===== config.mk =====
export PLATFORM = sky130hd
export DESIGN_NAME = key_debounce_autorepeat_top
export DESIGN_NICKNAME = d
export VERILOG_FILES = /design/src/hw/rtl/kda_pkg.sv /design/src/hw/rtl/kda_step.sv /design/src/hw/rtl/key_debounce_autorepeat_top.sv
export SDC_FILE = /design/constraint.sdc
export NUM_CORES = 1
export LEC_CHECK = 0
export ABC_AREA = 0
export BUFFER_PORTS_ARGS = -buffer_cell sky130_fd_sc_hd__buf_2
export CORE_MARGIN = 5
export CORE_UTILIZATION = 63
export DETAILED_ROUTE_END_ITERATION = 8
export GPL_TIMING_DRIVEN = 0
export PLACE_DENSITY_LB_ADDON = 0.05
export SLEW_MARGIN = 20
export SYNTH_ARGS = -nofsm -noshare
export SYNTH_HDL_FRONTEND = slang
export SYNTH_SLANG_ARGS = --single-unit

===== constraint.sdc =====
create_clock -name clk -period 7.8 [get_ports clk]
set_input_delay 0.39 -clock clk [delete_from_list [all_inputs] [get_ports clk]]
set_output_delay 0.39 -clock clk [all_outputs]
set_load 0.05 [all_outputs]

===== src/hw/rtl/kda_pkg.sv =====
// Shared types and constants for the key debounce and auto-repeat block.
package kda_pkg;

    localparam int unsigned KEYS     = 4;
    localparam int unsigned CNT_W    = 8;
    localparam int unsigned CFG_W    = 8;
    localparam int unsigned CFG_IDX_W = 1;
    localparam int unsigned TDATA_W  = 8;

    localparam logic [CFG_IDX_W-1:0] REG_HOLD_TICKS  = 1'd0;
    localparam logic [CFG_IDX_W-1:0] REG_REPEAT_STEP = 1'd1;

    localparam logic [CFG_W-1:0] HOLD_TICKS_RST  = 8'd50;
    localparam logic [CFG_W-1:0] REPEAT_STEP_RST = 8'd10;
    localparam logic [KEYS-1:0]  KEYS_ALL        = 4'hF;

    typedef logic [KEYS-1:0]  key_vec_t;
    typedef logic [CNT_W-1:0] cnt_t;

    // Scan state carried from one tick to the next
    typedef struct packed {
        key_vec_t prev_sample;
        key_vec_t press_mask;
        key_vec_t repeat_mask;
        cnt_t     hold_count;
    } scan_state_t;

    localparam scan_state_t SCAN_STATE_RST = '{
        prev_sample: '0,
        press_mask:  KEYS_ALL,
        repeat_mask: KEYS_ALL,
        hold_count:  '0
    };

endpackage


===== src/hw/rtl/kda_step.sv =====
// One scan tick: debounce, new-press detect and auto-repeat counter update.
module kda_step
(
    input  kda_pkg::scan_state_t cur,
    input  kda_pkg::key_vec_t    pin_levels,
    input  kda_pkg::cnt_t        hold_ticks,
    input  kda_pkg::cnt_t        repeat_step,
    output kda_pkg::scan_state_t nxt,
    output kda_pkg::key_vec_t    key_events
);

    kda_pkg::key_vec_t sample;
    kda_pkg::key_vec_t held;
    kda_pkg::key_vec_t pmask;
    kda_pkg::key_vec_t rmask;
    kda_pkg::cnt_t     hcount;

    always_comb
    begin
        sample = ~pin_levels;
        held   = sample & cur.prev_sample;
        pmask  = cur.press_mask | ~held;
        rmask  = cur.repeat_mask | ~held;
        hcount = cur.hold_count;

        // any new press restarts the hold timer and re-arms repeat set
        if ((pmask & held) != '0)
        begin
            hcount = '0;
            rmask  = pmask;
        end

        nxt.prev_sample = sample;
        nxt.repeat_mask = rmask;

        if (hcount >= hold_ticks)
        begin
            key_events     = held & rmask;
            // clamp at zero
            nxt.hold_count = (hcount > repeat_step) ? (hcount - repeat_step) : '0;
        end
        else
        begin
            key_events     = held & pmask;
            nxt.hold_count = hcount + kda_pkg::cnt_t'(1);
        end

        nxt.press_mask = pmask & ~key_events;
    end

endmodule


===== src/hw/rtl/key_debounce_autorepeat_top.sv =====
// Pipeline: an accepted input is held in the input register; its result is held in the output register.
// Throughput: one scan tick per clock while the sink does not stall; input register feeds the update logic,
// whose result lands in an output register that the sink may stall.
// The input stage can take a new item while the output stalls, so a stall holds at most one item in each.
// Reset (rst_n low, async): pipeline empty, hold_ticks=50, repeat_step=10,
// no key pressed, press and repeat masks all ones, hold counter zero.
module key_debounce_autorepeat_top
(
    input  logic                          clk,
    input  logic                          rst_n,
    input  logic                          s_tvalid,
    output logic                          s_tready,
    input  logic [kda_pkg::TDATA_W-1:0]   s_tdata,   // [3:0] pin_levels, [7:4] zero
    output logic                          m_tvalid,
    input  logic                          m_tready,
    output logic [kda_pkg::TDATA_W-1:0]   m_tdata,   // [3:0] key_events, [7:4] zero
    input  logic                          cfg_we,
    input  logic [kda_pkg::CFG_IDX_W-1:0] cfg_index,
    input  logic [kda_pkg::CFG_W-1:0]     cfg_wdata
);

    logic                  in_valid_reg;
    kda_pkg::key_vec_t     in_pins_reg;
    logic                  out_valid_reg;
    kda_pkg::key_vec_t     out_events_reg;
    kda_pkg::cnt_t         hold_ticks_reg;
    kda_pkg::cnt_t         repeat_step_reg;
    kda_pkg::scan_state_t  state_reg;
    kda_pkg::scan_state_t  state_next;
    kda_pkg::key_vec_t     events_next;
    logic                  out_free;
    logic                  advance;

    assign out_free = !out_valid_reg || m_tready;
    assign advance  = in_valid_reg && out_free;
    assign s_tready = !in_valid_reg || out_free;

    kda_step u_step
    (
        .cur         (state_reg),
        .pin_levels  (in_pins_reg),
        .hold_ticks  (hold_ticks_reg),
        .repeat_step (repeat_step_reg),
        .nxt         (state_next),
        .key_events  (events_next)
    );

    always_ff @(posedge clk or negedge rst_n)
    begin
        if (!rst_n)
        begin
            hold_ticks_reg  <= kda_pkg::HOLD_TICKS_RST;
            repeat_step_reg <= kda_pkg::REPEAT_STEP_RST;
        end
        else if (cfg_we)
        begin
            case (cfg_index)
                kda_pkg::REG_HOLD_TICKS:  hold_ticks_reg  <= cfg_wdata;
                kda_pkg::REG_REPEAT_STEP: repeat_step_reg <= cfg_wdata;
                default: ;
            endcase
        end
    end

    always_ff @(posedge clk or negedge rst_n)
    begin
        if (!rst_n)
        begin
            in_valid_reg  <= 1'b0;
            out_valid_reg <= 1'b0;
            state_reg     <= kda_pkg::SCAN_STATE_RST;
        end
        else
        begin
            if (s_tvalid && s_tready)
                in_valid_reg <= 1'b1;
            else if (advance)
                in_valid_reg <= 1'b0;

            if (advance)
            begin
                out_valid_reg <= 1'b1;
                state_reg     <= state_next;
            end
            else if (m_tready)
                out_valid_reg <= 1'b0;
        end
    end

    always_ff @(posedge clk)
    begin
        if (s_tvalid && s_tready)
            in_pins_reg <= s_tdata[kda_pkg::KEYS-1:0];
        if (advance)
            out_events_reg <= events_next;
    end

    assign m_tvalid = out_valid_reg;
    assign m_tdata  = {{(kda_pkg::TDATA_W-kda_pkg::KEYS){1'b0}}, out_events_reg};

endmodule


==> run_results.csv <==
group,metric,value,unit
layout,final_layout_size_suffix_gt1_share,22.5,%
grt,first_global_vias,2154,
place,place_ws,4350,ps
floorplanning,rows,24,
detailed_routing,route.detailed.drc,0,
critical_path,worstPathRequired,8000,ps
critical_path,path_common_cell,"and2_1",
critical_path,arrival,3670,ps
place,numPortBuffers,23,
sta,finClkSkew,9.33,ps
floorplanning,io_pins,32,
clocking,htreeDepth,2,
critical_path,cp-startpoint,"state_reg[13]$_DFFE_PN1P_",
clocking,cts_buffers,5,
logic_synthesis,synth_area_leaders,"dfrtp_1 (23%), dfstp_2 (12%), edfxtp_1 (8.7%), ha_1 (6.3%), o21ai_0 (5.2%)",
grt,use_met1,30.3,%
sta,finalSetupTns,0,ps
layout,layout_common_cells,"o21ai_0 (29), buf_2 (25), dfrtp_1 (25)",
clocking,clockBufferDepth,2,
power,powerDensity,266,nW/um^2
layout,utilization,71.5,%
detailed_routing,vias_per_cell,5.93,
logic_synthesis,syn_area,2770,um^2
clocking,cts_resized,0,
sta,worst_pin_slew,850,ps
sta,rsz0062_at_grt,"false",
sta,setup_viol,0,
detailed_routing,dr.pass1.iters,4,
critical_path,slowest_delay,560,ps
layout,layout_commonest_cell,"o21ai_0",
critical_path,worstSetupStartpointType,"register",
detailed_routing,routed_wl,5710,um
grt,met2_usage,31.1,%
clocking,hold_buffers,0,
logic_synthesis,ys_ff_latch,46,
layout,largest_reg_flops,20,
grt,use_met3,3.55,%
sta,clock.fmax,288,MHz
clocking,root_buffer,"clkbuf_8",
clocking,cts_tree,"done",
layout,n_antenna_cell,0,
grt,gr-total-overflow,0,
layout,nets,351,
logic_synthesis,ys_async_sr_fraction,82.6,%
critical_path,r2r-start,"state_reg[13]$_DFFE_PN1P_",
critical_path,crit_fanout,10,
power,ir_drop,0.145,mV
sta,relSlewSlack,43.3,%
layout,n_fill_cell,347,
detailed_routing,wl_per_cell,15.6,um
place,dp.cells,359,
detailed_routing,ant_nets,0,
critical_path,ff2ff_path_depth,12,
logic_synthesis,ys.flop_type,"dfrtp_1",
layout,area_growth,11.0,%
floorplanning,die-area,5820,um^2
logic_synthesis,ys_seq_area_share,43.6,%
clocking,cts_setup_buffers,0,
clocking,clk_latency,310,ps
logic_synthesis,avgSynthCellArea,9.84,um^2
detailed_routing,first_iter_violations,193,
outcome,status,"completed",
grt,grt_pass1_wl,10100,um
grt,grt_antenna_before_repair,0,
power,finalPower,818,uW
sta,fin_crit,3480,ps
critical_path,crit_chain,"nand3b_1 > and4_1 > buf_2 > and2_1 > ha_1 > a21o_1 > a211oi_2 > o311ai_2 > a21oi_2 > nor4_2 > and2_1 > a221o_1",
place,dpl.hpwl,4300,um
run,maxCapViolations,0,
floorplanning,die_y,76.3,um
detailed_routing,vias,2177,
logic_synthesis,ys_types,56,
floorplanning,start_util,64.4,%
clocking,clkSinkCount,46,
sta,hold_viol,0,
floorplanning,coreArea,4290,um^2
sta,drv_slew,0,
min_path,hp-class,"primary input to asynchronous set/reset pin",
sta,fin_crit_sh,44.6,%
critical_path,crit_path_end_kind,"register",
critical_path,critPathKind,"register to register",
place,gp_congestion,0.910,
grt,top_usage_layer,"met2",
power,power.leakage,1.42,nW
logic_synthesis,yosys.area.top_type,"dfrtp_1",
logic_synthesis,postSynthCellCount,281,
floorplanning,dieWidth,76.3,um
sta,fin_ws,4320,ps
logic_synthesis,yosysTopAreaCellShare,22.6,%
layout,instances_no_fill,367,
grt,track_usage,20.9,%
clocking,path_clk_slew,90,ps
critical_path,slowest_stage,"dfstp_2",
logic_synthesis,synth_warnings,0,
grt,grt_start_max_net_pins,39,
logic_synthesis,synth_edf_count,8,
## final timing paths
path                                                 endpoint  slack (ps)
worst max-delay path                 state_reg[1]$_DFFE_PN0P_        4320
worst min-delay path                 state_reg[7]$_DFFE_PN0P_         170
worst max register to register       state_reg[1]$_DFFE_PN0P_        4320
worst min register to register      state_reg[17]$_DFFE_PN0P_         500
max in group asynchronous       hold_ticks_reg[0]$_DFFE_PN0P_        7080
min in group clk                     in_pins_reg[3]$_DFFE_PP_         260
## report_power, final
part | leakage, nW | total [mW] | switching, mW | internal [mW]
clock network | 0.0585 | 0.182 | 0.0855 | 0.0961
registers | 0.520 | 0.321 | 0.0312 | 0.290
logic | 0.840 | 0.316 | 0.188 | 0.128
## cell usage after synthesis, types with 5 or more instances
cell type	instances
o21ai_0	29
dfrtp_1	25
inv_1	24
nand2_1	20
a21oi_1	14
ha_1	14
dfstp_2	13
mux2_2	10
nor2_1	10
nor2b_1	9
nor3_1	9
and2_1	8
edfxtp_1	8
clkbuf_1	6
nand2b_1	6
a21o_1	5
nand3b_1	5
## final cells by class
class                   instances  area [um^2]  share of cell area, %
multi-input cells             200         1400                   45.7
flip-flops and latches         46         1210                   39.3
repair buffers                 23          115                   3.75
inverters                      25         93.8                   3.06
plain buffers                  13         73.8                   2.40
clock buffers                   5         68.8                   2.24
well taps                      52         65.1                   2.12
clock inverters                 3         43.8                   1.43
## routing by layer
metal  vias up  part of all wire (%)
met5         -                     0
met4         0                   1.4
met3         7                   5.3
met2        84                    46
met1      1021                    47
li1       1065                     -
## cell families (layout without fill, tap and decap cells)
family                   after synthesis  in the layout  synth area share, %
adder cells (fa/ha/maj)               15             15                 7.06
AND/OR/NAND/NOR                       82             82                 17.0
flip-flops                            46             46                 43.6
buffers and inverters                 38             69                 6.06
AO/OA/AOI/OAI                         81             81                 19.5
multiplexers                          10             10                 4.07
other                                  1              4                0.136
XOR/XNOR                               8              8                 2.53
## critical path, delay by kind of cell (launching register included)
kind | cells | cell delay [ps]
flip-flops | 1 | 560
buffers and inverters | 1 | 190
AO/OA/AOI/OAI | 5 | 1390
AND/OR/NAND/NOR | 5 | 930
adder cells (fa/ha/maj) | 1 | 290
## per-stage QoR
| step | hold WS (ps) | area, um^2 |
|---|---|---|
| final | 170 | 3070 |
| after global placement | 478 | 2960 |
| after global routing | 241 | 3070 |
| after CTS | 221 | 3070 |
| after floorplan | 94.4 | 2780 |
| after detailed placement | 490 | 2960 |
Note: power is estimated with default switching activity, not from simulation.
